<file path="src/hdl/swrl_pkg.sv">
// ----------------------------------------------------------------------------
// swrl_pkg
// Shared widths, codes and types of the sliding window rate limiter.
// ----------------------------------------------------------------------------
package swrl_pkg;

  // BUCKETS must be a power of two (16 .. 65536): the bucket index is the
  // low bits of the timestamp.
  localparam int BUCKETS_DEF = 1024;

  localparam int TIME_W  = 32;
  localparam int WIN_W   = 10;
  localparam int MAX_W   = 16;
  localparam int CNT_W   = 16;
  localparam int EPOCH_W = 8;

  localparam int CFG_IDX_W  = 1;
  localparam int CFG_DATA_W = 16;

  localparam logic [WIN_W-1:0] WINDOW_MS_RST = WIN_W'(1000);
  localparam logic [MAX_W-1:0] MAX_COUNT_RST = MAX_W'(100);

  // request queue between front and back
  localparam int QDEPTH = 2;

  typedef enum logic [CFG_IDX_W-1:0] {
    CFG_WINDOW_MS = 1'b0,
    CFG_MAX_COUNT = 1'b1
  } cfg_idx_t;

  localparam logic STATUS_ADMIT  = 1'b0;
  localparam logic STATUS_REJECT = 1'b1;

  typedef struct packed {
    logic [TIME_W-1:0] now_ms;
    logic [WIN_W-1:0]  win;     // window length, clamped to BUCKETS-1
  } req_t;

endpackage

</file>
<file path="src/hdl/swrl_front.sv">
// ----------------------------------------------------------------------------
// swrl_front
// Accepts requests, clamps the window length and queues them for the back end.
// ----------------------------------------------------------------------------
module swrl_front #(
  parameter int BUCKETS = swrl_pkg::BUCKETS_DEF
) (
  input  logic                       clk,
  input  logic                       rst_n,
  input  logic                       in_valid,
  output logic                       in_ready,
  input  logic [swrl_pkg::TIME_W-1:0] in_now_ms,
  input  logic [swrl_pkg::WIN_W-1:0]  window_ms,
  output logic                       q_valid,
  input  logic                       q_ready,
  output swrl_pkg::req_t             q_item
);
  import swrl_pkg::*;

  localparam int PTR_W = (QDEPTH > 1) ? $clog2(QDEPTH) : 1;
  localparam int CNT_QW = $clog2(QDEPTH + 1);

  req_t               ent_r [QDEPTH];
  logic [PTR_W-1:0]   wr_ptr_r, wr_ptr_nxt;
  logic [PTR_W-1:0]   rd_ptr_r, rd_ptr_nxt;
  logic [CNT_QW-1:0]  fill_r, fill_nxt;
  logic               push, pop;
  logic               win_clip;
  req_t               req_in;

  // a window of BUCKETS or more acts as BUCKETS-1
  assign win_clip = {{(TIME_W-WIN_W){1'b0}}, window_ms} > TIME_W'(BUCKETS - 1);
  assign req_in.now_ms = in_now_ms;
  assign req_in.win    = win_clip ? WIN_W'(BUCKETS - 1) : window_ms;

  assign in_ready = (fill_r != CNT_QW'(QDEPTH));
  assign q_valid  = (fill_r != '0);
  assign q_item   = ent_r[rd_ptr_r];
  assign push     = in_valid && in_ready;
  assign pop      = q_valid && q_ready;

  always_comb begin
    wr_ptr_nxt = wr_ptr_r;
    rd_ptr_nxt = rd_ptr_r;
    fill_nxt   = fill_r;
    if (push) begin
      wr_ptr_nxt = (wr_ptr_r == PTR_W'(QDEPTH - 1)) ? '0 : wr_ptr_r + 1'b1;
    end
    if (pop) begin
      rd_ptr_nxt = (rd_ptr_r == PTR_W'(QDEPTH - 1)) ? '0 : rd_ptr_r + 1'b1;
    end
    if (push && !pop) begin
      fill_nxt = fill_r + 1'b1;
    end else if (pop && !push) begin
      fill_nxt = fill_r - 1'b1;
    end
  end

  always_ff @(posedge clk) begin
    if (!rst_n) begin
      wr_ptr_r <= '0;
      rd_ptr_r <= '0;
      fill_r   <= '0;
    end else begin
      wr_ptr_r <= wr_ptr_nxt;
      rd_ptr_r <= rd_ptr_nxt;
      fill_r   <= fill_nxt;
    end
  end

  always_ff @(posedge clk) begin
    if (push) begin
      ent_r[wr_ptr_r] <= req_in;
    end
  end

endmodule

</file>
<file path="config.mk">
export PLATFORM = sky130hd
export DESIGN_NAME = swrl_front
export DESIGN_NICKNAME = d
export VERILOG_FILES = /design/src/hdl/swrl_pkg.sv /design/src/hdl/swrl_front.sv
export SDC_FILE = /design/constraint.sdc
export NUM_CORES = 1
export LEC_CHECK = 0
export ABC_CLOCK_PERIOD_IN_PS = 5050
export BUFFER_PORTS_ARGS = -buffer_cell sky130_fd_sc_hd__buf_4
export CAP_MARGIN = 0
export CORE_MARGIN = 1
export CORE_UTILIZATION = 40
export CTS_BUF_LIST = sky130_fd_sc_hd__clkbuf_16
export DETAILED_ROUTE_END_ITERATION = 10
export GPL_ROUTABILITY_DRIVEN = 0
export PLACE_DENSITY = 0.69
export REMOVE_ABC_BUFFERS = 1
export SLEW_MARGIN = 5
export SYNTH_ARGS = -nofsm -noshare
export SYNTH_HDL_FRONTEND = slang
export SYNTH_SLANG_ARGS = --single-unit
export TNS_END_PERCENT = 20
</file>
<file path="constraint.sdc">
create_clock -name clk -period 5.05 [get_ports clk]
set_clock_uncertainty 0.05 [all_clocks]
set_input_delay 0.2525 -clock clk [delete_from_list [all_inputs] [get_ports clk]]
set_output_delay 0.2525 -clock clk [all_outputs]
set_load 0.1 [all_outputs]
</file>
==> reports/qor.csv, run 1 <==
metric,value,unit
portBuffers,89,
drc_errors,0,
worstPathArrival,2.03,ns
antenna_found_initial,0,
tightest_slew,1.050,ns
clock_path_buffers,2,
cp_top_family,flip-flops,
cp_cell_sequence,mux2_2 -> buf_4,
syn_area,3263,um^2
num_vias,1703,
fmax,429.5,MHz
nets,298,
instances_no_fill,357,
track_usage,14.03,%
wirelength,5680,um
worstSetupPathType,flop to output pin,
fin_tns_setup,0,ns
drt_first_pass_iters,4,
yosysTopAreaCell,edfxtp_1,
synth_warnings,0,
placed_cells,342,
drv_cap,0,
start_util,41.79,%
cts_root_buf,clkbuf_16,
syn_avg_cell_area,21.05,um^2
dr.max_layer_used,met4,
final_cell_mix,"buf_4 (90), edfxtp_1 (84), mux2_2 (42)",
slew_headroom,30.03,%
ys_types,19,
path_clk_slew,0.06,ns
gr-total-overflow,0,
yosysSeqAreaShare,80.37,%
critPathRequiredTime,4.75,ns
status,"finished, final reports clean",
cp_max_fo,42,
slowest_delay,1.00,ns
met3_length,274,um
synth_area_leaders,"edfxtp_1 (77%), mux2_2 (14%), dfxtp_1 (3.1%), and2_1 (0.77%), buf_2 (0.77%)",
row_count,32,
cts-htree-levels,3,
crit_buf_inv,1,
final_antenna_net_count,0,
period_needed,2.328,ns
crit_path_start_kind,flop,
end_kind,output pin,
io_pins,90,
clock_latency,0.33,ns
final_hold_viol_count,0,
syn_to_final_growth,33.40,%
first_global_vias,1787,
rsz0062_at_grt,no,
ys_seq_elements,89,
drt-vias-per-instance,4.770,
cts_tree,yes,
dieWidth,92.32,um
holdBufCountCts,0,
numCtsBuffers,9,
dieArea,8523,um^2
dr_wl_met2,2806,um
place_hpwl,3579,um
postCtsSetupRepairBufs,0,
slew_violations,0,
cp_slowest_cell,dfxtp_2,
period_share,46.10,%
ctsResizeCount,0,
coreArea,7807,um^2
die_h,92.32,um
drive_gt1_share,58.82,%
avgRoutedWirePerCell,15.91,um
n_antenna_cell,0,
met1_length,2498,um
min_path_type,primary input to flop,
final_common_cell,buf_4,
grt_pass1_wl,8811,um
cts.sinks,89,
finalSetupViolations,0,
first_iter_violations,49,
grt_max_degree,43,
syn_inst,155,
synth_top_cell_area_share,77.30,%
[area by class of cell]
cell class,count,area (um^2)
multi-input cells,60,613.1
flip-flops and latches,89,2624
well taps,102,127.6
inverters,1,3.754
clock buffers,9,225.2
fillers,639,3455
clock inverters,6,83.83
repair buffers,90,675.6
[metal layers]
metal	vias to the layer above	track usage, %
met5	-	0
met4	0	5.859
met3	11	3.859
met2	56	23.21
met1	842	17.35
li1	794	-
[sequential cells by signal, indices dropped and copies added, names as in the netlist, named ones only]
signal,count
wr_ptr_r,1
ent_r,84
rd_ptr_r,1
fill_r,2
[through the flow]
stage	worst slack, ns	hold slack (ns)	area (um^2)	utilization (%)
2_1_floorplan	2.734	0.3014	3238	-
3_3_place_gp	3.016	0.3886	4044	51.79
3_5_place_dp	3.011	0.3903	4044	51.79
4_1_cts	2.654	0.05275	4353	55.75
5_1_grt	2.613	0.04852	4353	55.75
6_report	2.722	0.05789	4353	55.75
[cells by family after synthesis]
kind of cell | synth area share [%]
adders and majority gates | 0.3834
xor gates and xnor gates | 0.8054
and+or+nand+nor | 1.994
AOI/OAI and AO/OA | 1.074
muxes | 14.49
DFF | 80.37
buffers and inverters | 0.8817
[final timing paths]
| path | startpoint | to | slack (ns) | cells after the start |
|---|---|---|---|---|
| worst max-delay path | flop | q_item[39] | 2.72 | 2 |
| worst min-delay path | window_ms[9] | ent_r[1][9]$_DFFE_PP_ | 0.06 | 1 |
| worst max register to register | fill_r[0]$_SDFFE_PN0P_ | ent_r[1][29]$_DFFE_PP_ | 3.07 | 2 |
| worst min register to register | wr_ptr_r$_SDFFE_PN0P_ | wr_ptr_r$_SDFFE_PN0P_ | 0.52 | 2 |
[cells in the mapped netlist]
cell type and instances:
xor2_1 1, and3_1 1, a21boi_0 1, xnor2_1 2
a21boi_1 1, nand2b_4 1, inv_1 1, or2_2 1
or3_1 1, ha_1 1, mux2_2 42, edfxtp_1 84
o21ai_1 1, o21ai_0 1, buf_2 5, and2_1 4
a21bo_2 1, dfxtp_1 5, nand3b_1 1
Power of run 1 is left out: the tool's default activity adds up to more than one toggle a clock period on the data nets, which glitch-free logic cannot reach.
==> run 2, diff against run 1 <==
- ABC_CLOCK_PERIOD_IN_PS: 5050 -> 2400
- clock period: 5.05 -> 2.4 ns (I/O delays scaled with it)
==> run 2 against run 1 <==
Against the previous run: hold slack improved by 0.012 ns; global-route usage increased by 0.91 points; flip-flop and latch count unchanged; critical endpoint unchanged; non-clock buffer count increased by 45; critical path depth increased by 1; utilization increased by 6.3 points.
==> reports/qor.csv, run 2 (synthesis results as in run 1) <==
metric,value,unit,change
clock_path_buffers,2,,unchanged
worstHoldStart,in_valid,,
n_antenna_cell,0,,unchanged
hold_path_depth,3,,+2
drc_errors,0,,unchanged
worstPathArrival,1.69,ns,-0.34 ns
track_usage,14.95,%,+0.91 points
worstSetupPathType,flop to output pin,,
timing.rr.end,ent_r[0][23]$_DFFE_PP_,,
fmax,536.9,MHz,
cts_root_buf,clkbuf_16,,
die_h,92.32,um,unchanged
cts-htree-levels,3,,unchanged
status,"finished, final reports clean",,
place_hpwl,3660,um,+2.3%
grt-busiest-layer,met2,,
avgRoutedWirePerCell,15.05,um,-5.4%
drv_cap,0,,unchanged
path_clk_slew,0.06,ns,about the same
grt_use_met2,25.74,%,+2.5 points
portBuffers,89,,unchanged
grt_pass1_wl,9418,um,+6.9%
critPathRequiredTime,2.23,ns,-2.52 ns
dieWidth,92.32,um,unchanged
rsz0062_at_grt,no,,
finalSetupViolations,0,,unchanged
cp_max_fo,35,,-17%
wirelength,6064,um,+6.8%
setup_slack,0.5373,ns,-2.185 ns
placed_cells,344,,+0.58%
p_int,3.595,mW,
start_util,41.79,%,unchanged
final_cell_mix,"buf_4 (89), edfxtp_1 (84), dlygate4sd3_1 (43)",,
numCtsBuffers,9,,unchanged
drt_first_pass_iters,4,,unchanged
cts_tree,yes,,
num_vias,1836,,+7.8%
p_switching,2.820,mW,
fin_tns_setup,0,ns,unchanged
comb_power_share,45.8,%,
grt_use_met1,17.45,%,+0.10 points
dieArea,8523,um^2,unchanged
top_register,ent_r,,
seqPwrFrac,31.5,%,
drt-vias-per-instance,4.556,,-4.5%
top_regs,"ent_r (84), fill_r (2)",,
grt_max_degree,36,,-16%
slew_violations,0,,unchanged
stdcell_area,4846,um^2,+11%
postCtsSetupRepairBufs,0,,unchanged
period_needed,1.863,ns,
antenna_found_initial,0,,unchanged
p_per_area,1324,nW/um^2,
gr-usage-met3,3.284,%,-0.57 points
clock_latency,0.33,ns,about the same
tightest_slew,0.5756,ns,-0.4739 ns
syn_to_final_growth,48.50,%,
row_count,32,,unchanged
ir_drop,0.8644,mV,
ctsResizeCount,0,,unchanged
drive_gt1_share,50.83,%,-8.0 points
first_iter_violations,53,,+8.2%
slew_headroom,61.39,%,+31 points
hold_ws,0.06988,ns,+0.01199 ns
nets,343,,+15%
reg2reg_from,fill_r[0]$_SDFFE_PN0P_,,
gr-total-overflow,0,,unchanged
swShare,43.96,%,
io_pins,90,,unchanged
cts.sinks,89,,unchanged
r2r_cells,4,,+2
final_hold_viol_count,0,,unchanged
p_clk_share,22.7,%,
hold_path_end,wr_ptr_r$_SDFFE_PN0P_,,
crit_path_start_kind,flop,,
first_global_vias,1895,,+6.0%
instances_no_fill,403,,+13%
final_common_cell,buf_4,,
largest_reg_flops,84,,unchanged
postPlaceCellArea,4096,um^2,+1.3%
end_kind,output pin,,
coreArea,7807,um^2,unchanged
dp_slack,0.5734,ns,-2.437 ns
final_antenna_net_count,0,,unchanged
period_share,77.61,%,
min_path_type,primary input to flop,,
p_leak,1.825,nW,
reg2reg_slack,0.59,ns,-2.48 ns
-- run 2: changes by cell type in the layout (fill, tap and decap cells not counted) --
cell,change
dlygate4sd3_1,+43
inv_6,+1
buf_4,-1
buf_12,+3
clkinvlp_4,-1
clkinv_4,+1
-- run 2: power groups by stage --
stage                     registers, mW  clock network [mW]  logic [mW]
after detailed placement           2.06                   0        2.88
after CTS                          2.02                1.49        2.95
after global placement             2.04                   0        2.88
after floorplan                    2.09                   0        2.25
final                              2.02                1.46        2.94
after global routing               2.04                1.54        3.02
-- run 2: repair_timing --
action,4_1_cts,5_1_grt
hold buffers,43,0
endpoints found under the setup margin,0,0
endpoints found under the hold margin,87,0
-- run 2: cell type report --
| class | instances | area, um^2 |
|---|---|---|
| clock buffers | 9 | 225.2 |
| clock inverters | 7 | 93.84 |
| fillers | 591 | 2962 |
| inverters | 1 | 3.754 |
| multi-input cells | 60 | 613.1 |
| flip-flops and latches | 89 | 2624 |
| well taps | 102 | 127.6 |
| repair buffers | 135 | 1159 |
-- run 2: how the worst max path moves through the flow --
stage	slack (ns)	cells past startpoint	end
detailed placement	0.57	4	ent_r[0][31]$_DFFE_PP_
finish	0.54	3	q_item[39]
global placement	0.61	4	ent_r[0][31]$_DFFE_PP_
CTS	0.53	3	q_item[39]
global route	0.46	4	ent_r[0][19]$_DFFE_PP_
floorplan	0.08	2	ent_r[1][0]$_DFFE_PP_
-- run 2: metrics by stage --
| step | power (mW) | util (%) |
|---|---|---|
| 2_1_floorplan | 4.336 | - |
| 3_3_place_gp | 4.921 | 52.47 |
| 4_1_cts | 6.460 | 62.07 |
| 6_report | 6.415 | 62.07 |
| 3_5_place_dp | 4.940 | 52.47 |
| 5_1_grt | 6.609 | 62.07 |
-- run 2: worst max-delay path: stages (launching register included) --
cell     delay, ns
dfxtp_2       0.46
buf_12        0.26
mux2_2        0.39
buf_4         0.24
-- run 2: routing by layer --
layer,up-vias,share of wire (%)
li1,888,-
met1,878,41
met2,59,52
met3,11,5.0
met4,0,2.1
met5,-,0
(Power assumes the default switching activity.)
==> run 3, diff against run 2 <==
- ABC_CLOCK_PERIOD_IN_PS: 2400 -> 1600
- PLACE_DENSITY: 0.69 -> 0.71
- clock period: 2.4 -> 1.6 ns (I/O delays scaled with it)
==> run 3 against run 2 <==
Against the previous run: utilization grew 2.6 points; critical endpoint is now q_item[18]; register-to-register slack lost 0.50 ns; flip-flop and latch count is the same; largest cell class unchanged; wire length grew 13%; critical path type unchanged; largest power group unchanged.
==> reports/qor.csv, run 3 (synthesis results as in run 1) <==
metric,value,unit,change
status,"finished, final reports clean",,
place_hpwl,3705,um,+1.2%
cp_max_fo,13,,-63%
cts-htree-levels,3,,unchanged
finalSetupViolations,0,,unchanged
num_vias,1929,,+5.1%
io_pins,90,,unchanged
period_share,98.76,%,
hold_path_end,wr_ptr_r$_SDFFE_PN0P_,,
cts_root_buf,clkbuf_16,,
drt_first_pass_iters,4,,unchanged
fmax,632.9,MHz,
p_leak,1.893,nW,+3.7%
hold_ws,0.03976,ns,-0.03012 ns
die_h,92.32,um,unchanged
postCtsSetupRepairBufs,0,,unchanged
n_antenna_cell,0,,unchanged
p_total,9.945,mW,+55%
clock_path_buffers,2,,unchanged
gr-total-overflow,0,,unchanged
clock_latency,0.32,ns,about the same
gr-usage-met3,3.120,%,-0.16 points
dieWidth,92.32,um,unchanged
p_per_area,1969,nW/um^2,+49%
end_kind,output pin,,
cts_tree,yes,,
fill_cells,575,,-2.7%
drc_errors,0,,unchanged
coreArea,7807,um^2,unchanged
antenna_found_initial,0,,unchanged
crit_path_start_kind,flop,,
portBuffers,89,,unchanged
path_clk_slew,0.06,ns,about the same
top_register,ent_r,,
worstPathArrival,1.45,ns,-0.24 ns
dieArea,8523,um^2,unchanged
start_util,41.79,%,unchanged
reg2reg_slack,0.09,ns,-0.50 ns
slew_headroom,81.65,%,+20 points
critPathRequiredTime,1.47,ns,-0.76 ns
first_iter_violations,80,,+51%
grt_max_degree,43,,+19%
worstHoldStart,in_valid,,
wirelength,6843,um,+13%
final_hold_viol_count,0,,unchanged
stdcell_area,5051,um^2,+4.2%
slew_violations,0,,unchanged
timing.rr.end,fill_r[1]$_SDFFE_PN0P_,,
drv_cap,0,,unchanged
track_usage,16.41,%,+1.5 points
grt_use_met2,30.25,%,+4.5 points
min_path_type,primary input to flop,,
drt-vias-per-instance,4.751,,+4.3%
grt-busiest-layer,met2,,
first_global_vias,2118,,+12%
nets,347,,+1.2%
hold_path_depth,3,,unchanged
ir_drop,1.263,mV,+46%
syn_to_final_growth,54.79,%,
r2r_cells,5,,+1
grt_pass1_wl,10270,um,+9.0%
row_count,32,,unchanged
reg2reg_from,fill_r[0]$_SDFFE_PN0P_,,
grt_use_met1,17.82,%,+0.37 points
worstSetupPathType,flop to output pin,,
tightest_slew,0.2775,ns,-0.2981 ns
final_cell_mix,"edfxtp_1 (84), buf_4 (49), dlygate4sd3_1 (43)",,
largest_reg_flops,84,,unchanged
drive_gt1_share,53.62,%,+2.8 points
final_antenna_net_count,0,,unchanged
period_needed,1.580,ns,
avgRoutedWirePerCell,16.85,um,+12%
cts.sinks,89,,unchanged
final_common_cell,edfxtp_1,,
rsz0062_at_grt,yes,,
postPlaceCellArea,4119,um^2,+0.55%
numCtsBuffers,9,,unchanged
top_regs,"ent_r (84), fill_r (2)",,
==> run 3: cell count changes in the layout (fill, tap and decap cells not counted), moves of 2 or more <==
cell	delta
buf_6	+42
dfxtp_1	-2
clkinvlp_4	+2
clkinv_1	-2
clkinv_4	-2
buf_4	-40
==> run 3: layout make-up <==
| cell class | count | area (um^2) | share of cell area [%] |
|---|---|---|---|
| clock buffer | 9 | 225.2 | 4.459 |
| inverter | 1 | 3.754 | 0.07431 |
| multi-input combinational | 60 | 621.8 | 12.31 |
| clock inverter | 6 | 67.56 | 1.338 |
| timing repair buffer | 139 | 1376 | 27.25 |
| tap | 102 | 127.6 | 2.527 |
| sequential | 89 | 2629 | 52.04 |
==> run 3: worst max-delay path, cell delays in order, from the launching register on <==
cell	delay (ns)
dfxtp_4	0.39
clkbuf_16	0.19
mux2_2	0.35
buf_6	0.19
==> run 3: how the worst max path moves through the flow <==
stage | endpoint | depth (start not counted) | slack, ns
2_1_floorplan | ent_r[1][0]$_DFFE_PP_ | 2 | -0.72
3_3_place_gp | fill_r[1]$_SDFFE_PN0P_ | 6 | 0.09
3_5_place_dp | fill_r[1]$_SDFFE_PN0P_ | 6 | 0.03
4_1_cts | q_item[21] | 3 | -0.002
5_1_grt | q_item[18] | 3 | -0.02
6_report | q_item[18] | 3 | 0.02
==> run 3: stage by stage <==
| step | instances | worst slack, ns | setup TNS (ns) | util, % |
|---|---|---|---|---|
| 6_report | 406 | 0.01985 | 0 | 64.70 |
| 5_1_grt | 406 | -0.01513 | -0.09497 | 64.70 |
| 4_1_cts | 405 | -0.002490 | -0.002490 | 64.13 |
| 3_5_place_dp | 347 | 0.03092 | 0 | 52.76 |
| 3_3_place_gp | 347 | 0.09063 | 0 | 52.76 |
| 2_1_floorplan | 150 | -0.7161 | -70.39 | - |
==> run 3: metal layers <==
metal  share of wire (%)  wire length, um  vias up
met2                  55             3737       63
li1                    -                -      895
met5                   0                0        -
met1                  39             2684      957
met3                 4.0              275       14
met4                 2.1              146        0
==> run 3: power breakdown <==
| group | internal, mW | switching (mW) |
|---|---|---|
| registers | 2.92 | 0.104 |
| clock network | 1.21 | 0.841 |
| logic | 1.44 | 3.43 |
==> run 3: what timing repair did <==
item | in CTS | in global routing
gates cloned | 0 | 1
hold endpoints to repair | 89 | 0
setup endpoints to repair | 38 | 37
hold buffers | 43 | 0
resized for setup | 44 | 7
pin swaps | 0 | 1
